File: config.mk
export PLATFORM = sky130hd
export DESIGN_NAME = variable_partition_allocator
export DESIGN_NICKNAME = d
export VERILOG_FILES = /design/src/sv/vpa_pkg.sv /design/src/sv/vpa_ctrl.sv /design/src/sv/vpa_dp.sv /design/src/sv/variable_partition_allocator.sv
export SDC_FILE = /design/constraint.sdc
export NUM_CORES = 2
export LEC_CHECK = 0
export ABC_AREA = 1
export BUFFER_PORTS_ARGS = -buffer_cell sky130_fd_sc_hd__clkbuf_2
export CORE_MARGIN = 2
export CORE_UTILIZATION = 30
export DETAILED_ROUTE_END_ITERATION = 10
export PLACE_DENSITY = 0.44
export RECOVER_POWER = 100
export SLEW_MARGIN = 20
export SYNTH_ARGS = -nofsm -noshare
export SYNTH_HDL_FRONTEND = slang
export SYNTH_SLANG_ARGS = --single-unit
File: constraint.sdc
create_clock -name clk -period 6.25 [get_ports clk]
set_input_delay 0.625 -clock clk [delete_from_list [all_inputs] [get_ports clk]]
set_output_delay 0.625 -clock clk [all_outputs]
set_load 0.1 [all_outputs]
File: src/sv/vpa_pkg.sv
// Shared constants, codes and controller/datapath interface types for the partition allocator.
`default_nettype none

package vpa_pkg;

  // Default sizing
  localparam int MAX_SLOTS_DEF = 64;
  localparam int SIZE_BITS_DEF = 24;

  // Fixed field widths
  localparam int CMD_W     = 3;
  localparam int PID_W     = 16;
  localparam int IDX_W     = 6;
  localparam int CNT_OUT_W = 7;
  localparam int FT_W      = 30;
  localparam int ST_W      = 2;
  localparam int MODE_W    = 2;
  localparam int CFG_AW    = 1;
  localparam int CFG_DW    = 6;

  // Commands
  localparam logic [CMD_W-1:0] CMD_CLEAR    = 3'd0;
  localparam logic [CMD_W-1:0] CMD_APPEND   = 3'd1;
  localparam logic [CMD_W-1:0] CMD_ALLOCATE = 3'd2;
  localparam logic [CMD_W-1:0] CMD_COALESCE = 3'd3;
  localparam logic [CMD_W-1:0] CMD_COMPACT  = 3'd4;
  localparam logic [CMD_W-1:0] CMD_READ     = 3'd5;

  // Result status
  localparam logic [ST_W-1:0] ST_OK    = 2'd0;
  localparam logic [ST_W-1:0] ST_NOFIT = 2'd1;
  localparam logic [ST_W-1:0] ST_FULL  = 2'd2;

  // Placement policies
  localparam logic [MODE_W-1:0] FIT_FIRST = 2'd0;
  localparam logic [MODE_W-1:0] FIT_BEST  = 2'd1;
  localparam logic [MODE_W-1:0] FIT_WORST = 2'd2;
  localparam logic [MODE_W-1:0] FIT_NEXT  = 2'd3;

  // Configuration register indexes
  localparam logic [CFG_AW-1:0] REG_FIT_MODE  = 1'd0;
  localparam logic [CFG_AW-1:0] REG_START_PTR = 1'd1;

  // Owner written into free holes
  localparam logic [PID_W-1:0] OWNER_FREE = 16'hFFFF;

  // Datapath micro-operations
  localparam int OP_W = 5;
  localparam logic [OP_W-1:0] OP_NONE      = 5'd0;
  localparam logic [OP_W-1:0] OP_LATCH     = 5'd1;
  localparam logic [OP_W-1:0] OP_CLEAR     = 5'd2;
  localparam logic [OP_W-1:0] OP_APPEND    = 5'd3;
  localparam logic [OP_W-1:0] OP_RD_ISSUE  = 5'd4;
  localparam logic [OP_W-1:0] OP_RD_TAKE   = 5'd5;
  localparam logic [OP_W-1:0] OP_SCAN_INIT = 5'd6;
  localparam logic [OP_W-1:0] OP_READ_I    = 5'd7;
  localparam logic [OP_W-1:0] OP_A_EVAL    = 5'd8;
  localparam logic [OP_W-1:0] OP_A_DEC     = 5'd9;
  localparam logic [OP_W-1:0] OP_S_READ    = 5'd10;
  localparam logic [OP_W-1:0] OP_S_WRITE   = 5'd11;
  localparam logic [OP_W-1:0] OP_S_INS     = 5'd12;
  localparam logic [OP_W-1:0] OP_C_EVAL    = 5'd13;
  localparam logic [OP_W-1:0] OP_C_END     = 5'd14;
  localparam logic [OP_W-1:0] OP_P_EVAL    = 5'd15;
  localparam logic [OP_W-1:0] OP_Q_EVAL    = 5'd16;
  localparam logic [OP_W-1:0] OP_Q_END     = 5'd17;
  localparam logic [OP_W-1:0] OP_M_EVAL    = 5'd18;
  localparam logic [OP_W-1:0] OP_FIN       = 5'd19;

  typedef struct packed {
    logic [OP_W-1:0] op;
  } dp_cmd_t;

  typedef struct packed {
    logic scan_end;   // scan index reached the entry count
    logic shift_end;  // insert shift reached the slot after the hole
    logic in_range;   // read index below the entry count
    logic dec_fail;   // allocate cannot proceed
    logic dec_split;  // allocate leaves a nonzero remainder and the table has room
    logic any_free;   // compact found a free entry
    logic out_full;   // result register occupied and stalled
  } dp_stat_t;

endpackage

`default_nettype wire

File: src/sv/vpa_ctrl.sv
// Sequencer that steps the datapath through each command's table scans.
`default_nettype none

module vpa_ctrl
  import vpa_pkg::*;
(
  input  wire logic             clk,
  input  wire logic             rst_n,
  input  wire logic             in_valid,
  output logic                  in_stall,
  input  wire logic [CMD_W-1:0] in_command,
  output dp_cmd_t               cmd,
  input  wire dp_stat_t         stat
);

  localparam logic [4:0] S_IDLE   = 5'd0;
  localparam logic [4:0] S_CLR    = 5'd1;
  localparam logic [4:0] S_APP    = 5'd2;
  localparam logic [4:0] S_RDI    = 5'd3;
  localparam logic [4:0] S_RDT    = 5'd4;
  localparam logic [4:0] S_A_INIT = 5'd5;
  localparam logic [4:0] S_A_RD   = 5'd6;
  localparam logic [4:0] S_A_EV   = 5'd7;
  localparam logic [4:0] S_A_DEC  = 5'd8;
  localparam logic [4:0] S_S_RD   = 5'd9;
  localparam logic [4:0] S_S_WR   = 5'd10;
  localparam logic [4:0] S_S_INS  = 5'd11;
  localparam logic [4:0] S_C_INIT = 5'd12;
  localparam logic [4:0] S_C_RD   = 5'd13;
  localparam logic [4:0] S_C_EV   = 5'd14;
  localparam logic [4:0] S_C_END  = 5'd15;
  localparam logic [4:0] S_P_INIT = 5'd16;
  localparam logic [4:0] S_P_RD   = 5'd17;
  localparam logic [4:0] S_P_EV   = 5'd18;
  localparam logic [4:0] S_Q_INIT = 5'd19;
  localparam logic [4:0] S_Q_RD   = 5'd20;
  localparam logic [4:0] S_Q_EV   = 5'd21;
  localparam logic [4:0] S_Q_END  = 5'd22;
  localparam logic [4:0] S_M_INIT = 5'd23;
  localparam logic [4:0] S_M_RD   = 5'd24;
  localparam logic [4:0] S_M_EV   = 5'd25;
  localparam logic [4:0] S_FIN    = 5'd26;

  logic [4:0] state_r, state_nxt;

  assign in_stall = (state_r != S_IDLE);

  // Next state and micro-op
  always_comb begin
    state_nxt = state_r;
    cmd.op    = OP_NONE;
    unique case (state_r)
      S_IDLE: begin
        if (in_valid) begin
          cmd.op = OP_LATCH;
          unique case (in_command)
            CMD_CLEAR:    state_nxt = S_CLR;
            CMD_APPEND:   state_nxt = S_APP;
            CMD_ALLOCATE: state_nxt = S_A_INIT;
            CMD_COALESCE: state_nxt = S_C_INIT;
            CMD_COMPACT:  state_nxt = S_P_INIT;
            CMD_READ:     state_nxt = S_RDI;
            default:      state_nxt = S_M_INIT;
          endcase
        end
      end
      S_CLR: begin
        cmd.op    = OP_CLEAR;
        state_nxt = S_M_INIT;
      end
      S_APP: begin
        cmd.op    = OP_APPEND;
        state_nxt = S_M_INIT;
      end
      S_RDI: begin
        cmd.op    = OP_RD_ISSUE;
        state_nxt = stat.in_range ? S_RDT : S_M_INIT;
      end
      S_RDT: begin
        cmd.op    = OP_RD_TAKE;
        state_nxt = S_M_INIT;
      end
      // allocate: hole search
      S_A_INIT: begin
        cmd.op    = OP_SCAN_INIT;
        state_nxt = S_A_RD;
      end
      S_A_RD: begin
        if (stat.scan_end) begin
          state_nxt = S_A_DEC;
        end else begin
          cmd.op    = OP_READ_I;
          state_nxt = S_A_EV;
        end
      end
      S_A_EV: begin
        cmd.op    = OP_A_EVAL;
        state_nxt = S_A_RD;
      end
      S_A_DEC: begin
        cmd.op    = OP_A_DEC;
        state_nxt = (!stat.dec_fail && stat.dec_split) ? S_S_RD : S_M_INIT;
      end
      // allocate: open a slot for the remainder
      S_S_RD: begin
        if (stat.shift_end) begin
          state_nxt = S_S_INS;
        end else begin
          cmd.op    = OP_S_READ;
          state_nxt = S_S_WR;
        end
      end
      S_S_WR: begin
        cmd.op    = OP_S_WRITE;
        state_nxt = S_S_RD;
      end
      S_S_INS: begin
        cmd.op    = OP_S_INS;
        state_nxt = S_M_INIT;
      end
      // coalesce
      S_C_INIT: begin
        cmd.op    = OP_SCAN_INIT;
        state_nxt = S_C_RD;
      end
      S_C_RD: begin
        if (stat.scan_end) begin
          state_nxt = S_C_END;
        end else begin
          cmd.op    = OP_READ_I;
          state_nxt = S_C_EV;
        end
      end
      S_C_EV: begin
        cmd.op    = OP_C_EVAL;
        state_nxt = S_C_RD;
      end
      S_C_END: begin
        cmd.op    = OP_C_END;
        state_nxt = S_M_INIT;
      end
      // compact: total and last free entry
      S_P_INIT: begin
        cmd.op    = OP_SCAN_INIT;
        state_nxt = S_P_RD;
      end
      S_P_RD: begin
        if (stat.scan_end) begin
          state_nxt = stat.any_free ? S_Q_INIT : S_M_INIT;
        end else begin
          cmd.op    = OP_READ_I;
          state_nxt = S_P_EV;
        end
      end
      S_P_EV: begin
        cmd.op    = OP_P_EVAL;
        state_nxt = S_P_RD;
      end
      // compact: rewrite
      S_Q_INIT: begin
        cmd.op    = OP_SCAN_INIT;
        state_nxt = S_Q_RD;
      end
      S_Q_RD: begin
        if (stat.scan_end) begin
          state_nxt = S_Q_END;
        end else begin
          cmd.op    = OP_READ_I;
          state_nxt = S_Q_EV;
        end
      end
      S_Q_EV: begin
        cmd.op    = OP_Q_EVAL;
        state_nxt = S_Q_RD;
      end
      S_Q_END: begin
        cmd.op    = OP_Q_END;
        state_nxt = S_M_INIT;
      end
      // free total over the final table
      S_M_INIT: begin
        cmd.op    = OP_SCAN_INIT;
        state_nxt = S_M_RD;
      end
      S_M_RD: begin
        if (stat.scan_end) begin
          state_nxt = S_FIN;
        end else begin
          cmd.op    = OP_READ_I;
          state_nxt = S_M_EV;
        end
      end
      S_M_EV: begin
        cmd.op    = OP_M_EVAL;
        state_nxt = S_M_RD;
      end
      S_FIN: begin
        if (!stat.out_full) begin
          cmd.op    = OP_FIN;
          state_nxt = S_IDLE;
        end
      end
      default: state_nxt = S_IDLE;
    endcase
  end

  always_ff @(posedge clk) begin
    if (!rst_n) begin
      state_r <= S_IDLE;
    end else begin
      state_r <= state_nxt;
    end
  end

endmodule

`default_nettype wire

File: src/sv/vpa_dp.sv
// Partition table memory, scan registers, accumulators and result register.
`default_nettype none

module vpa_dp
  import vpa_pkg::*;
#(
  parameter int MAX_SLOTS = MAX_SLOTS_DEF,
  parameter int SIZE_BITS = SIZE_BITS_DEF
) (
  input  wire logic                 clk,
  input  wire logic                 rst_n,
  input  wire logic                 cfg_wr_en,
  input  wire logic [CFG_AW-1:0]    cfg_index,
  input  wire logic [CFG_DW-1:0]    cfg_wdata,
  input  wire logic [PID_W-1:0]     in_process_id,
  input  wire logic                 in_entry_is_free,
  input  wire logic [SIZE_BITS-1:0] in_request_size,
  input  wire logic [IDX_W-1:0]     in_read_index,
  input  wire dp_cmd_t              cmd,
  output dp_stat_t                  stat,
  output logic                      out_valid,
  input  wire logic                 out_stall,
  output logic [ST_W-1:0]           out_status,
  output logic [IDX_W-1:0]          out_position,
  output logic                      out_slot_free,
  output logic [PID_W-1:0]          out_slot_owner,
  output logic [SIZE_BITS-1:0]      out_slot_size,
  output logic [CNT_OUT_W-1:0]      out_entry_count,
  output logic [FT_W-1:0]           out_free_total
);

  localparam int IW = $clog2(MAX_SLOTS);
  localparam int CW = $clog2(MAX_SLOTS + 1);
  localparam int PW = (IW > IDX_W) ? IW : IDX_W;
  localparam int XW = (CW > CNT_OUT_W) ? CW : CNT_OUT_W;
  localparam logic [SIZE_BITS-1:0] SIZE_MAX = '1;
  localparam logic [CW-1:0] FULL_CNT = CW'(MAX_SLOTS);

  function automatic logic [SIZE_BITS-1:0] sat_add(input logic [SIZE_BITS-1:0] a,
                                                   input logic [SIZE_BITS-1:0] b);
    logic [SIZE_BITS:0] s;
    s = {1'b0, a} + {1'b0, b};
    return s[SIZE_BITS] ? SIZE_MAX : s[SIZE_BITS-1:0];
  endfunction

  // Table memory
  logic                 mem_free  [0:MAX_SLOTS-1];
  logic [PID_W-1:0]     mem_owner [0:MAX_SLOTS-1];
  logic [SIZE_BITS-1:0] mem_size  [0:MAX_SLOTS-1];

  logic                 we, re;
  logic [IW-1:0]        waddr, raddr;
  logic                 wfree;
  logic [PID_W-1:0]     wowner;
  logic [SIZE_BITS-1:0] wsize;
  logic                 rd_free_r;
  logic [PID_W-1:0]     rd_owner_r;
  logic [SIZE_BITS-1:0] rd_size_r;

  // Control state
  logic [CW-1:0]     cnt_r, cnt_nxt;
  logic [PW-1:0]     nfp_r, nfp_nxt;
  logic [MODE_W-1:0] mode_r, mode_nxt;
  logic [CFG_DW-1:0] sp_r, sp_nxt;
  logic              out_valid_r, out_valid_nxt;

  // Working registers
  logic [CW-1:0]        i_r, i_nxt, w_r, w_nxt;
  logic [PID_W-1:0]     pid_r, pid_nxt;
  logic                 isf_r, isf_nxt;
  logic [SIZE_BITS-1:0] req_r, req_nxt;
  logic [IDX_W-1:0]     ridx_r, ridx_nxt;
  logic                 fa_v_r, fa_v_nxt, fn_v_r, fn_v_nxt, bc_v_r, bc_v_nxt;
  logic [IW-1:0]        fa_idx_r, fa_idx_nxt, fn_idx_r, fn_idx_nxt, bc_idx_r, bc_idx_nxt;
  logic [SIZE_BITS-1:0] fa_size_r, fa_size_nxt, fn_size_r, fn_size_nxt;
  logic [SIZE_BITS-1:0] bc_size_r, bc_size_nxt, bc_rem_r, bc_rem_nxt;
  logic [IW-1:0]        hidx_r, hidx_nxt;
  logic [SIZE_BITS-1:0] hrem_r, hrem_nxt;
  logic                 pend_v_r, pend_v_nxt, pend_free_r, pend_free_nxt;
  logic [PID_W-1:0]     pend_owner_r, pend_owner_nxt;
  logic [SIZE_BITS-1:0] pend_size_r, pend_size_nxt;
  logic [SIZE_BITS-1:0] total_r, total_nxt;
  logic [IW-1:0]        last_r, last_nxt;
  logic                 any_r, any_nxt;
  logic [FT_W-1:0]      ftot_r, ftot_nxt;
  logic [ST_W-1:0]      st_r, st_nxt;
  logic [IDX_W-1:0]     pos_r, pos_nxt;
  logic                 rf_r, rf_nxt;
  logic [PID_W-1:0]     ro_r, ro_nxt;
  logic [SIZE_BITS-1:0] rs_r, rs_nxt;

  // Result register
  logic [ST_W-1:0]      o_st_r, o_st_nxt;
  logic [IDX_W-1:0]     o_pos_r, o_pos_nxt;
  logic                 o_rf_r, o_rf_nxt;
  logic [PID_W-1:0]     o_ro_r, o_ro_nxt;
  logic [SIZE_BITS-1:0] o_rs_r, o_rs_nxt;
  logic [CNT_OUT_W-1:0] o_cnt_r, o_cnt_nxt;
  logic [FT_W-1:0]      o_ft_r, o_ft_nxt;

  // Scan helpers
  logic [IW-1:0]        cur_idx;
  logic                 fits, after_ptr, full, merge, better;
  logic [SIZE_BITS-1:0] cur_rem;
  logic                 sel_v;
  logic [IW-1:0]        sel_idx;
  logic [SIZE_BITS-1:0] sel_size, sel_rem;

  assign cur_idx   = i_r[IW-1:0];
  assign fits      = rd_free_r && (rd_size_r >= req_r);
  assign cur_rem   = rd_size_r - req_r;
  assign after_ptr = XW'(i_r) > XW'(nfp_r);
  assign full      = (cnt_r >= FULL_CNT);
  assign merge     = pend_v_r && pend_free_r && rd_free_r;
  assign better    = (mode_r == FIT_BEST) ? (cur_rem <= bc_rem_r) : (cur_rem >= bc_rem_r);

  // Hole chosen by the placement policy
  always_comb begin
    case (mode_r) inside
      FIT_FIRST: begin
        sel_v = fa_v_r; sel_idx = fa_idx_r; sel_size = fa_size_r;
      end
      FIT_BEST, FIT_WORST: begin
        sel_v = bc_v_r; sel_idx = bc_idx_r; sel_size = bc_size_r;
      end
      default: begin
        if (fn_v_r) begin
          sel_v = 1'b1; sel_idx = fn_idx_r; sel_size = fn_size_r;
        end else begin
          sel_v = fa_v_r; sel_idx = fa_idx_r; sel_size = fa_size_r;
        end
      end
    endcase
  end
  assign sel_rem = sel_size - req_r;

  assign stat.scan_end  = (i_r >= cnt_r);
  assign stat.shift_end = (i_r <= (CW'(hidx_r) + 1'b1));
  assign stat.in_range  = (XW'(ridx_r) < XW'(cnt_r));
  assign stat.dec_fail  = !sel_v || ((sel_rem != '0) && full);
  assign stat.dec_split = sel_v && (sel_rem != '0) && !full;
  assign stat.any_free  = any_r;
  assign stat.out_full  = out_valid_r && out_stall;

  // Memory port selection
  always_comb begin
    we     = 1'b0;
    waddr  = '0;
    wfree  = 1'b0;
    wowner = '0;
    wsize  = '0;
    re     = 1'b0;
    raddr  = '0;
    unique case (cmd.op)
      OP_APPEND: begin
        we = !full; waddr = cnt_r[IW-1:0];
        wfree = isf_r; wowner = pid_r; wsize = req_r;
      end
      OP_RD_ISSUE: begin
        re = stat.in_range; raddr = IW'(ridx_r);
      end
      OP_READ_I: begin
        re = 1'b1; raddr = cur_idx;
      end
      OP_A_DEC: begin
        we = !stat.dec_fail; waddr = sel_idx;
        wfree = 1'b0; wowner = pid_r; wsize = req_r;
      end
      OP_S_READ: begin
        re = 1'b1; raddr = cur_idx - 1'b1;
      end
      OP_S_WRITE: begin
        we = 1'b1; waddr = cur_idx;
        wfree = rd_free_r; wowner = rd_owner_r; wsize = rd_size_r;
      end
      OP_S_INS: begin
        we = 1'b1; waddr = hidx_r + 1'b1;
        wfree = 1'b1; wowner = OWNER_FREE; wsize = hrem_r;
      end
      OP_C_EVAL: begin
        we = pend_v_r && !merge; waddr = w_r[IW-1:0];
        wfree = pend_free_r; wowner = pend_owner_r; wsize = pend_size_r;
      end
      OP_C_END: begin
        we = pend_v_r; waddr = w_r[IW-1:0];
        wfree = pend_free_r; wowner = pend_owner_r; wsize = pend_size_r;
      end
      OP_Q_EVAL: begin
        waddr = w_r[IW-1:0];
        if (!rd_free_r) begin
          we = 1'b1; wfree = 1'b0; wowner = rd_owner_r; wsize = rd_size_r;
        end else if (cur_idx == last_r) begin
          we = 1'b1; wfree = 1'b1; wowner = OWNER_FREE; wsize = total_r;
        end
      end
      default: ;
    endcase
  end

  always_ff @(posedge clk) begin
    if (we) begin
      mem_free[waddr]  <= wfree;
      mem_owner[waddr] <= wowner;
      mem_size[waddr]  <= wsize;
    end
    if (re) begin
      rd_free_r  <= mem_free[raddr];
      rd_owner_r <= mem_owner[raddr];
      rd_size_r  <= mem_size[raddr];
    end
  end

  // Next values
  always_comb begin
    cnt_nxt = cnt_r; nfp_nxt = nfp_r; mode_nxt = mode_r; sp_nxt = sp_r;
    out_valid_nxt = out_valid_r;
    i_nxt = i_r; w_nxt = w_r;
    pid_nxt = pid_r; isf_nxt = isf_r; req_nxt = req_r; ridx_nxt = ridx_r;
    fa_v_nxt = fa_v_r; fa_idx_nxt = fa_idx_r; fa_size_nxt = fa_size_r;
    fn_v_nxt = fn_v_r; fn_idx_nxt = fn_idx_r; fn_size_nxt = fn_size_r;
    bc_v_nxt = bc_v_r; bc_idx_nxt = bc_idx_r; bc_size_nxt = bc_size_r;
    bc_rem_nxt = bc_rem_r;
    hidx_nxt = hidx_r; hrem_nxt = hrem_r;
    pend_v_nxt = pend_v_r; pend_free_nxt = pend_free_r;
    pend_owner_nxt = pend_owner_r; pend_size_nxt = pend_size_r;
    total_nxt = total_r; last_nxt = last_r; any_nxt = any_r; ftot_nxt = ftot_r;
    st_nxt = st_r; pos_nxt = pos_r; rf_nxt = rf_r; ro_nxt = ro_r; rs_nxt = rs_r;
    o_st_nxt = o_st_r; o_pos_nxt = o_pos_r; o_rf_nxt = o_rf_r; o_ro_nxt = o_ro_r;
    o_rs_nxt = o_rs_r; o_cnt_nxt = o_cnt_r; o_ft_nxt = o_ft_r;

    // configuration writes
    if (cfg_wr_en) begin
      unique case (cfg_index)
        REG_FIT_MODE:  mode_nxt = cfg_wdata[MODE_W-1:0];
        REG_START_PTR: sp_nxt = cfg_wdata;
        default: ;
      endcase
    end

    // result taken downstream
    if (out_valid_r && !out_stall) out_valid_nxt = 1'b0;

    unique case (cmd.op)
      OP_LATCH: begin
        pid_nxt = in_process_id; isf_nxt = in_entry_is_free;
        req_nxt = in_request_size; ridx_nxt = in_read_index;
        st_nxt = ST_OK; pos_nxt = '0; rf_nxt = 1'b0; ro_nxt = '0; rs_nxt = '0;
        fa_v_nxt = 1'b0; fn_v_nxt = 1'b0; bc_v_nxt = 1'b0;
        total_nxt = '0; any_nxt = 1'b0; ftot_nxt = '0;
      end
      OP_CLEAR: begin
        cnt_nxt = '0;
        nfp_nxt = PW'(sp_r);
      end
      OP_APPEND: begin
        if (full) begin
          st_nxt = ST_FULL;
        end else begin
          cnt_nxt = cnt_r + 1'b1;
          pos_nxt = IDX_W'(cnt_r);
        end
      end
      OP_RD_ISSUE: begin
        pos_nxt = ridx_r;
        if (!stat.in_range) st_nxt = ST_FULL;
      end
      OP_RD_TAKE: begin
        rf_nxt = rd_free_r;
        ro_nxt = rd_free_r ? '0 : rd_owner_r;
        rs_nxt = rd_size_r;
      end
      OP_SCAN_INIT: begin
        i_nxt = '0; w_nxt = '0; pend_v_nxt = 1'b0;
      end
      OP_A_EVAL: begin
        if (fits) begin
          if (!fa_v_r) begin
            fa_v_nxt = 1'b1; fa_idx_nxt = cur_idx; fa_size_nxt = rd_size_r;
          end
          if (!fn_v_r && after_ptr) begin
            fn_v_nxt = 1'b1; fn_idx_nxt = cur_idx; fn_size_nxt = rd_size_r;
          end
          // ties go to the later entry
          if (!bc_v_r || better) begin
            bc_v_nxt = 1'b1; bc_idx_nxt = cur_idx; bc_size_nxt = rd_size_r;
            bc_rem_nxt = cur_rem;
          end
        end
        i_nxt = i_r + 1'b1;
      end
      OP_A_DEC: begin
        if (!sel_v) begin
          st_nxt = ST_NOFIT;
        end else if ((sel_rem != '0) && full) begin
          st_nxt = ST_FULL;
        end else begin
          if (mode_r == FIT_NEXT) nfp_nxt = PW'(sel_idx);
          pos_nxt = IDX_W'(sel_idx);
          hidx_nxt = sel_idx;
          hrem_nxt = sel_rem;
          i_nxt = cnt_r;
        end
      end
      OP_S_WRITE: i_nxt = i_r - 1'b1;
      OP_S_INS:   cnt_nxt = cnt_r + 1'b1;
      OP_C_EVAL: begin
        if (merge) begin
          pend_size_nxt = sat_add(pend_size_r, rd_size_r);
        end else begin
          if (pend_v_r) w_nxt = w_r + 1'b1;
          pend_v_nxt = 1'b1; pend_free_nxt = rd_free_r;
          pend_owner_nxt = rd_owner_r; pend_size_nxt = rd_size_r;
        end
        i_nxt = i_r + 1'b1;
      end
      OP_C_END: cnt_nxt = w_r + CW'(pend_v_r);
      OP_P_EVAL: begin
        if (rd_free_r) begin
          total_nxt = sat_add(total_r, rd_size_r);
          last_nxt = cur_idx;
          any_nxt = 1'b1;
        end
        i_nxt = i_r + 1'b1;
      end
      OP_Q_EVAL: begin
        if (!rd_free_r || (cur_idx == last_r)) w_nxt = w_r + 1'b1;
        i_nxt = i_r + 1'b1;
      end
      OP_Q_END: cnt_nxt = w_r;
      OP_M_EVAL: begin
        if (rd_free_r) ftot_nxt = ftot_r + FT_W'(rd_size_r);
        i_nxt = i_r + 1'b1;
      end
      OP_FIN: begin
        o_st_nxt = st_r; o_pos_nxt = pos_r; o_rf_nxt = rf_r; o_ro_nxt = ro_r;
        o_rs_nxt = rs_r; o_cnt_nxt = CNT_OUT_W'(cnt_r); o_ft_nxt = ftot_r;
        out_valid_nxt = 1'b1;
      end
      default: ;
    endcase
  end

  // Control registers
  always_ff @(posedge clk) begin
    if (!rst_n) begin
      cnt_r       <= '0;
      nfp_r       <= '0;
      mode_r      <= FIT_FIRST;
      sp_r        <= '0;
      out_valid_r <= 1'b0;
    end else begin
      cnt_r       <= cnt_nxt;
      nfp_r       <= nfp_nxt;
      mode_r      <= mode_nxt;
      sp_r        <= sp_nxt;
      out_valid_r <= out_valid_nxt;
    end
  end

  // Working and result registers
  always_ff @(posedge clk) begin
    i_r <= i_nxt; w_r <= w_nxt;
    pid_r <= pid_nxt; isf_r <= isf_nxt; req_r <= req_nxt; ridx_r <= ridx_nxt;
    fa_v_r <= fa_v_nxt; fa_idx_r <= fa_idx_nxt; fa_size_r <= fa_size_nxt;
    fn_v_r <= fn_v_nxt; fn_idx_r <= fn_idx_nxt; fn_size_r <= fn_size_nxt;
    bc_v_r <= bc_v_nxt; bc_idx_r <= bc_idx_nxt; bc_size_r <= bc_size_nxt;
    bc_rem_r <= bc_rem_nxt;
    hidx_r <= hidx_nxt; hrem_r <= hrem_nxt;
    pend_v_r <= pend_v_nxt; pend_free_r <= pend_free_nxt;
    pend_owner_r <= pend_owner_nxt; pend_size_r <= pend_size_nxt;
    total_r <= total_nxt; last_r <= last_nxt; any_r <= any_nxt; ftot_r <= ftot_nxt;
    st_r <= st_nxt; pos_r <= pos_nxt; rf_r <= rf_nxt; ro_r <= ro_nxt; rs_r <= rs_nxt;
    o_st_r <= o_st_nxt; o_pos_r <= o_pos_nxt; o_rf_r <= o_rf_nxt; o_ro_r <= o_ro_nxt;
    o_rs_r <= o_rs_nxt; o_cnt_r <= o_cnt_nxt; o_ft_r <= o_ft_nxt;
  end

  assign out_valid       = out_valid_r;
  assign out_status      = o_st_r;
  assign out_position    = o_pos_r;
  assign out_slot_free   = o_rf_r;
  assign out_slot_owner  = o_ro_r;
  assign out_slot_size   = o_rs_r;
  assign out_entry_count = o_cnt_r;
  assign out_free_total  = o_ft_r;

`ifndef SYNTHESIS
  a_cnt_bound: assert property (@(posedge clk) disable iff (!rst_n)
    cnt_r <= FULL_CNT) else $error("entry count beyond table depth");

  a_write_in_table: assert property (@(posedge clk) disable iff (!rst_n)
    we |-> (CW'(waddr) <= cnt_r)) else $error("table write past the end");

  a_append_grows: assert property (@(posedge clk) disable iff (!rst_n)
    (cmd.op == OP_APPEND && !full) |=> (cnt_r == $past(cnt_r) + 1'b1))
    else $error("append did not grow the table");

  a_split_room: assert property (@(posedge clk) disable iff (!rst_n)
    (cmd.op == OP_S_INS) |-> !full) else $error("split into a full table");
`endif

endmodule

`default_nettype wire

File: src/sv/variable_partition_allocator.sv
// Top level of the variable partition allocator: sequencer plus table datapath.
`default_nettype none

// Keeps an ordered table of up to MAX_SLOTS partitions in a single-port-read,
// single-port-write memory with registered read data, and executes one command
// per transaction: clear, append, allocate (first/best/worst/next fit), coalesce,
// compact or read. Every command ends with a pass over the table that sums the
// free sizes, so the memory read port sets the pace: each entry visited takes
// a read state and an evaluate state. Allocate runs a search, a shift to open
// the remainder slot, then the free sum. A new transaction is accepted as soon
// as the previous result sits in the output register, even while that result is
// still stalled. Configuration is written through a plain write port; the fit
// mode is used by every later allocate decision and the start pointer is loaded
// into the next-fit pointer by the next clear.
module variable_partition_allocator
  import vpa_pkg::*;
#(
  parameter int MAX_SLOTS = MAX_SLOTS_DEF,
  parameter int SIZE_BITS = SIZE_BITS_DEF
) (
  input  wire logic                 clk,
  input  wire logic                 rst_n,
  input  wire logic                 cfg_wr_en,
  input  wire logic [CFG_AW-1:0]    cfg_index,
  input  wire logic [CFG_DW-1:0]    cfg_wdata,
  input  wire logic                 in_valid,
  output logic                      in_stall,
  input  wire logic [CMD_W-1:0]     in_command,
  input  wire logic [PID_W-1:0]     in_process_id,
  input  wire logic                 in_entry_is_free,
  input  wire logic [SIZE_BITS-1:0] in_request_size,
  input  wire logic [IDX_W-1:0]     in_read_index,
  output logic                      out_valid,
  input  wire logic                 out_stall,
  output logic [ST_W-1:0]           out_status,
  output logic [IDX_W-1:0]          out_position,
  output logic                      out_slot_free,
  output logic [PID_W-1:0]          out_slot_owner,
  output logic [SIZE_BITS-1:0]      out_slot_size,
  output logic [CNT_OUT_W-1:0]      out_entry_count,
  output logic [FT_W-1:0]           out_free_total
);

  dp_cmd_t  cmd;
  dp_stat_t stat;

  vpa_ctrl u_ctrl (
    .clk        (clk),
    .rst_n      (rst_n),
    .in_valid   (in_valid),
    .in_stall   (in_stall),
    .in_command (in_command),
    .cmd        (cmd),
    .stat       (stat)
  );

  vpa_dp #(
    .MAX_SLOTS (MAX_SLOTS),
    .SIZE_BITS (SIZE_BITS)
  ) u_dp (
    .clk              (clk),
    .rst_n            (rst_n),
    .cfg_wr_en        (cfg_wr_en),
    .cfg_index        (cfg_index),
    .cfg_wdata        (cfg_wdata),
    .in_process_id    (in_process_id),
    .in_entry_is_free (in_entry_is_free),
    .in_request_size  (in_request_size),
    .in_read_index    (in_read_index),
    .cmd              (cmd),
    .stat             (stat),
    .out_valid        (out_valid),
    .out_stall        (out_stall),
    .out_status       (out_status),
    .out_position     (out_position),
    .out_slot_free    (out_slot_free),
    .out_slot_owner   (out_slot_owner),
    .out_slot_size    (out_slot_size),
    .out_entry_count  (out_entry_count),
    .out_free_total   (out_free_total)
  );

endmodule

`default_nettype wire

# After elaboration in Yosys (flattened, before gate mapping)
# Memories as Yosys holds them, arrays and structs flattened. A register that Yosys moved wholly into a read port is not among the register bits.
# Index checks and enable logic that the tools add are counted.
# classes
n_addsub	13
magnitude_cmp	8
eq_ne	71
n_mux	91
n_bitwise	4
reduce_logical	74
# op_table
cell	count
$mux 24	9
$pmux 24 s5	1
$pmux 24 s2	2
$pmux 5 s19	1
$pmux 5 s17	1
$eq 5x4->1 const B	16
$pmux 16 s5	1
$eq 5x5->1 const B	15
$pmux 30 s2	1
$mux 6	9
$add 24x24->25	2
$ge 24x24->1	2
$mux 16	3
$sub 24x24->24	2
$mux 7	6
$eq 5x3->1 const B	8
$pmux 7 s5	1
$pmux 16 s2	1
$add 30x24->30	1
$mux 30	1
$mux 5	6
$pmux 5 s6	1
$pmux 6 s5	1
$pmux 7 s4	1
54 further kinds	169
# totals
ff_bits	473
ramBits	2624
in_bits	62
output_inout_bits	88
wordCells	308
mem_count	3
# memory_table
name	words	word_bits	rd	rd_clocked_by_memory_dff	write_ports	line_no	text
u_dp.mem_size	64	24	1	1	1	vpa_dp.sv:49	logic [SIZE_BITS-1:0] mem_size [0:MAX_SLOTS-1];
u_dp.mem_owner	64	16	1	1	1	vpa_dp.sv:48	logic [PID_W-1:0] mem_owner [0:MAX_SLOTS-1];
u_dp.mem_free	64	1	1	1	1	vpa_dp.sv:47	logic mem_free [0:MAX_SLOTS-1];

# Depth between registers and ports, before layout
# logic_depth
word_depth	12
ltp_mapped	32
ltp_nobuf	29

# Modules after synthesis
# A second synthesis with hierarchy kept.
# unflattened
cells_unflattened	11446
area_unflattened_um2	136952.6
# modules_own_cells
mod	n_inst	cells_per_inst	area_each_um2	seq_area_each_um2
vpa_dp	1	11281	136108.0	93860.0
vpa_ctrl	1	165	844.6	100.1

# Worst setup path before layout
# OpenSTA, ideal clock, no wires.
# synth_path
path_type	register to register
startpoint	register u_dp.rd_size_r[0] (read register of u_dp.mem_size)
endpoint	register u_dp.bc_idx_r[0], enable pin
setup_ns	0.466
t_arrival_ns	5.961
required_time_ns	5.784
slack_ns	-0.178
stages_incl_launch_ff	27
n_path_buf	0
cell_sequence	edfxtp_1 -> inv_1 -> ha_1 -> inv_1 -> fa_1 -> nand3_1 -> nand2_1 -> a21oi_1 -> o21ai_0 -> a21oi_1 -> o21ai_0 -> a21oi_1 -> o21ai_0 -> nand2_1 -> nand2_1 -> xor2_1 -> ha_1 -> nand2_1 -> inv_1 -> nand3_1 -> nor2_1 -> and2_1 -> nand2_1 -> nand3_1 -> xnor2_1 -> and3_1 -> nor2_1
# synth_via
elab_chain_cells	5
# synth_lines
element	line_no	text
from (decl)	vpa_dp.sv:58	logic [SIZE_BITS-1:0] rd_size_r;
$sub 24x24->24 *	vpa_dp.sv:111	assign cur_rem = rd_size_r - req_r;
via u_dp.cur_rem[22]	vpa_dp.sv:104	logic [SIZE_BITS-1:0] cur_rem;
$ge 24x24->1 or $le 24x24->1 (tied branches)	vpa_dp.sv:115	assign better = (mode_r == FIT_BEST) ? (cur_rem <= bc_rem_r) : (cur_rem >= bc_rem_r);
$mux 1 *	vpa_dp.sv:115	
$logic_or 1x1->1 *	vpa_dp.sv:284	if (!bc_v_r || better) begin
$reduce_and 3->1 (no source line) *	--	
to (signal assigned)	vpa_dp.sv:366	bc_v_r <= bc_v_nxt; bc_idx_r <= bc_idx_nxt; bc_size_r <= bc_size_nxt;
to (decl)	vpa_dp.sv:74	logic [IW-1:0] fa_idx_r, fa_idx_nxt, fn_idx_r, fn_idx_nxt, bc_idx_r, bc_idx_nxt;
# The timed path passes the listed nets; every way through them passes the cells marked *.
# A chain may end at the register's enable or synchronous reset.

# Worst setup path in the final report
# layout_path
startpoint	register u_ctrl.state_r[0]
endpoint	memory u_dp.mem_owner[32][7] (data pin)
# layout_via
elab_chain_cells	6
# layout_lines
element	line_no	text
from (decl)	vpa_ctrl.sv:44	logic [4:0] state_r, state_nxt;
from (signal assigned)	vpa_ctrl.sv:211	state_r <= state_nxt;
$eq 5x3->1, or another cell as far along	vpa_ctrl.sv:52	unique case (state_r)
$reduce_or 5->1 (no source line)	--	
$pmux 5 s19 *	vpa_ctrl.sv:52	
$eq 5x4->1 or $eq 5x2->1 (tied branches)	vpa_dp.sv:154	unique case (cmd.op)
$reduce_or 2->1 (no source line)	--	
$pmux 16 s5 *	vpa_dp.sv:154	
via u_dp.wowner[7]	vpa_dp.sv:54	logic [PID_W-1:0] wowner;
to (decl)	vpa_dp.sv:48	
# Marks and branches as above.

==> metrics.cfg <==
[global_routing]
grt.overflow.total=0
grt_max_degree=130
grt_pass1_wl_um=680100
track_usage_pct=19.84
antenna_found_initial=47
grt_pass1_vias=89610

[timing]
fmax_mhz=165.6
rsz0062_at_grt=false
fin_crit_sh_pct=96.59
relSlewSlack_pct=-122.1
setup_viol=0
min_period_ps=6037
hold_violations=0
drv_slew=1892
tightest_slew_ps=3331
setup_ws_ps=213.0
fin_skew_ps=65.93
fin_setup_tns_ps=0
holdWs_ps=117.2

[routing]
drc=0
drtPass1Iterations=6
avgViaCountPerCell=4.921
wl_um=478700
first_iter_violations=9862
dr.max_layer_used=met4
drt-wirelength-per-cell_um=24.85
detail-route-antenna-nets=0
wl_met1_um=222500
wl_met3_um=31740
vias=94800
wl_met2_um=213700

[floorplan]
dieArea_um2=468600
io_pins=150
die_w_um=684.6
start_util_pct=30.17
fp.coreArea_um2=460500
die_height_um=684.6
rows=249

[job]
cap_violations=43

[cells_and_area]
syn2layout_area_growth_pct=15.64
fill_cells=46080
utilization_pct=34.89
final_design_area_no_fill_um2=160700
drive_gt1_share_pct=7.784
nets=13070
fin_cells=19260

[cts]
cts.sinks=3138
root_buffer=clkbuf_16
clock_latency_ps=990
cts_setup_buffers=0
path_clk_slew_ps=60
cts_tree=done
clk_path_buf_depth=4
h-tree-depth=5
cts_made_buffers=366

[placed_design]
dpl.hpwl_um=299800
gp_congestion=0.8511
io_buffers=149
place_area_um2=150600
dp_cells=18540
pre_cts_ws_ps=418.7

[worst_setup_path]
crit_fanout=49
critPathKind=register to register
cp-start-kind=register
required_ps=6780
cp.arrival_ps=6570
end_kind=register

[logic_synthesis]
synth_seq_area_share_pct=67.62
yosysWarningCount=0
synthDistinctLibCells=57
syn_avg_cell_area_um2=11.11
synthesis.nets=12760
synth-seq-cells=3138
synth_area_um2=138900
async_flop_share_pct=0
synthCells=12510
synth_edf_count=3111
synth-main-ff-cell=edfxtp_1

[power]
power_density_nw_per_um2=368.9
irDropWorstVdd_v=0.0002054
p_leak_nw=59.76
finalPower_mw=59.27

[min_path]
worstHoldPathType=primary input to register

[outcome]
status=finished, violations left
violations=capacitance limit, slew limit

-- state kept, by name, indices dropped and copies added, names as in the netlist, 24 cells and up --
| register | flops |
|---|---|
| u_dp.ftot_r | 30 |
| u_dp.rs_r | 24 |
| u_dp.mem_size | 1536 |
| u_dp.total_r | 24 |
| u_dp.bc_size_r | 24 |
| u_dp.pend_size_r | 24 |
| u_dp.fn_size_r | 24 |
| u_dp.fa_size_r | 24 |
| u_dp.req_r | 24 |
| u_dp.mem_free | 64 |
| u_dp.rd_size_r | 24 |
| u_dp.out_free_total | 30 |
| u_dp.hrem_r | 24 |
| u_dp.bc_rem_r | 24 |
| u_dp.out_slot_size | 24 |
| u_dp.mem_owner | 1024 |
-- power breakdown --
part	total (mW)	leakage, nW	internal [mW]	switching (mW)
logic	12.8	24.9	3.11	9.70
clock network	20.8	5.57	11.9	8.91
registers	25.7	29.2	25.2	0.473
-- layout make-up --
class                           count  area, µm²  share of cell area, %
Timing Repair Buffer              632       4902                  3.051
Sequential cell                  3138      93960                  58.48
Multi-Input combinational cell   6574      34730                  21.62
Clock inverter                    196       1750                  1.089
Inverter                         2103       7949                  4.947
Antenna cell                       12      30.03                0.01869
Tap cell                         6149       7694                  4.788
Clock buffer                      460       9658                  6.011
-- routing by layer --
layer	vias to the layer above	track usage [%]
li1	44140	-
met4	0	4.077
met1	47120	29.06
met5	-	0
met3	514	3.105
met2	3022	31.00
-- cell usage after synthesis, drive strengths merged, types with 52 or more instances --
| cell type | instances | area [µm²] |
|---|---|---|
| o211ai | 667 | 5012 |
| o21ai | 475 | 2377 |
| nand3 | 1700 | 8523 |
| nand4 | 354 | 2215 |
| nand2 | 2317 | 8705 |
| nor2 | 340 | 1311 |
| inv | 2098 | 7875 |
| a21oi | 209 | 1046 |
| edfxtp | 3111 | 93420 |
| xor2 | 52 | 455.4 |
| ha | 183 | 2290 |
| buf | 377 | 1859 |
| clkbuf | 314 | 1179 |
-- cells by family after synthesis --
family          synth area share (%)
simple gates                   15.22
fa+ha+maj                      1.734
compound gates                 7.009
buf+inv                        7.868
flops                          67.62
xor+xnor                      0.5421
-- worst paths after layout --
kind	start	to	slack [ps]	cells past startpoint
max	u_ctrl.state_r[0]	u_dp.mem_owner[32][7]	210	8
min	cfg_index	u_dp.sp_r[1]	120	4
max reg2reg	u_ctrl.state_r[0]	u_dp.mem_owner[32][7]	210	8
min reg2reg	u_dp.rf_r	u_dp.out_slot_free	420	0
-- cell usage in the layout (no fill, tap or decap), types with 56 or more instances in the layout --
cell type,netlist,layout
a21oi_1,209,208
nand2_1,2314,2309
o211ai_1,666,666
inv_1,2089,2057
nor2_1,332,308
clkinv_2,0,66
edfxtp_1,3111,3111
clkbuf_2,0,110
buf_12,0,73
clkinv_1,5,90
buf_4,16,155
o21ai_0,475,465
dlygate4sd3_1,0,56
clkbuf_16,0,371
ha_1,183,183
nand3_1,1697,1696
clkbuf_1,314,259
nand4_1,354,354
-- what timing repair did --
item / 4_1_cts / 5_1_grt
endpoints found under the setup margin: 0 / 129
endpoints found under the hold margin: 59 / 0
hold buffers: 56 / 0
resized for setup: 0 / 3
-- critical path, stage by stage (launching register included) --
cell       delay (ps)
dfxtp_1           420
nand2_1           120
nor2_1            230
nand2_1           240
inv_1             150
clkbuf_1         1370
nor2_1            630
o2111ai_1        1000
buf_2            1330
Power figures use the tool's default switching activity.
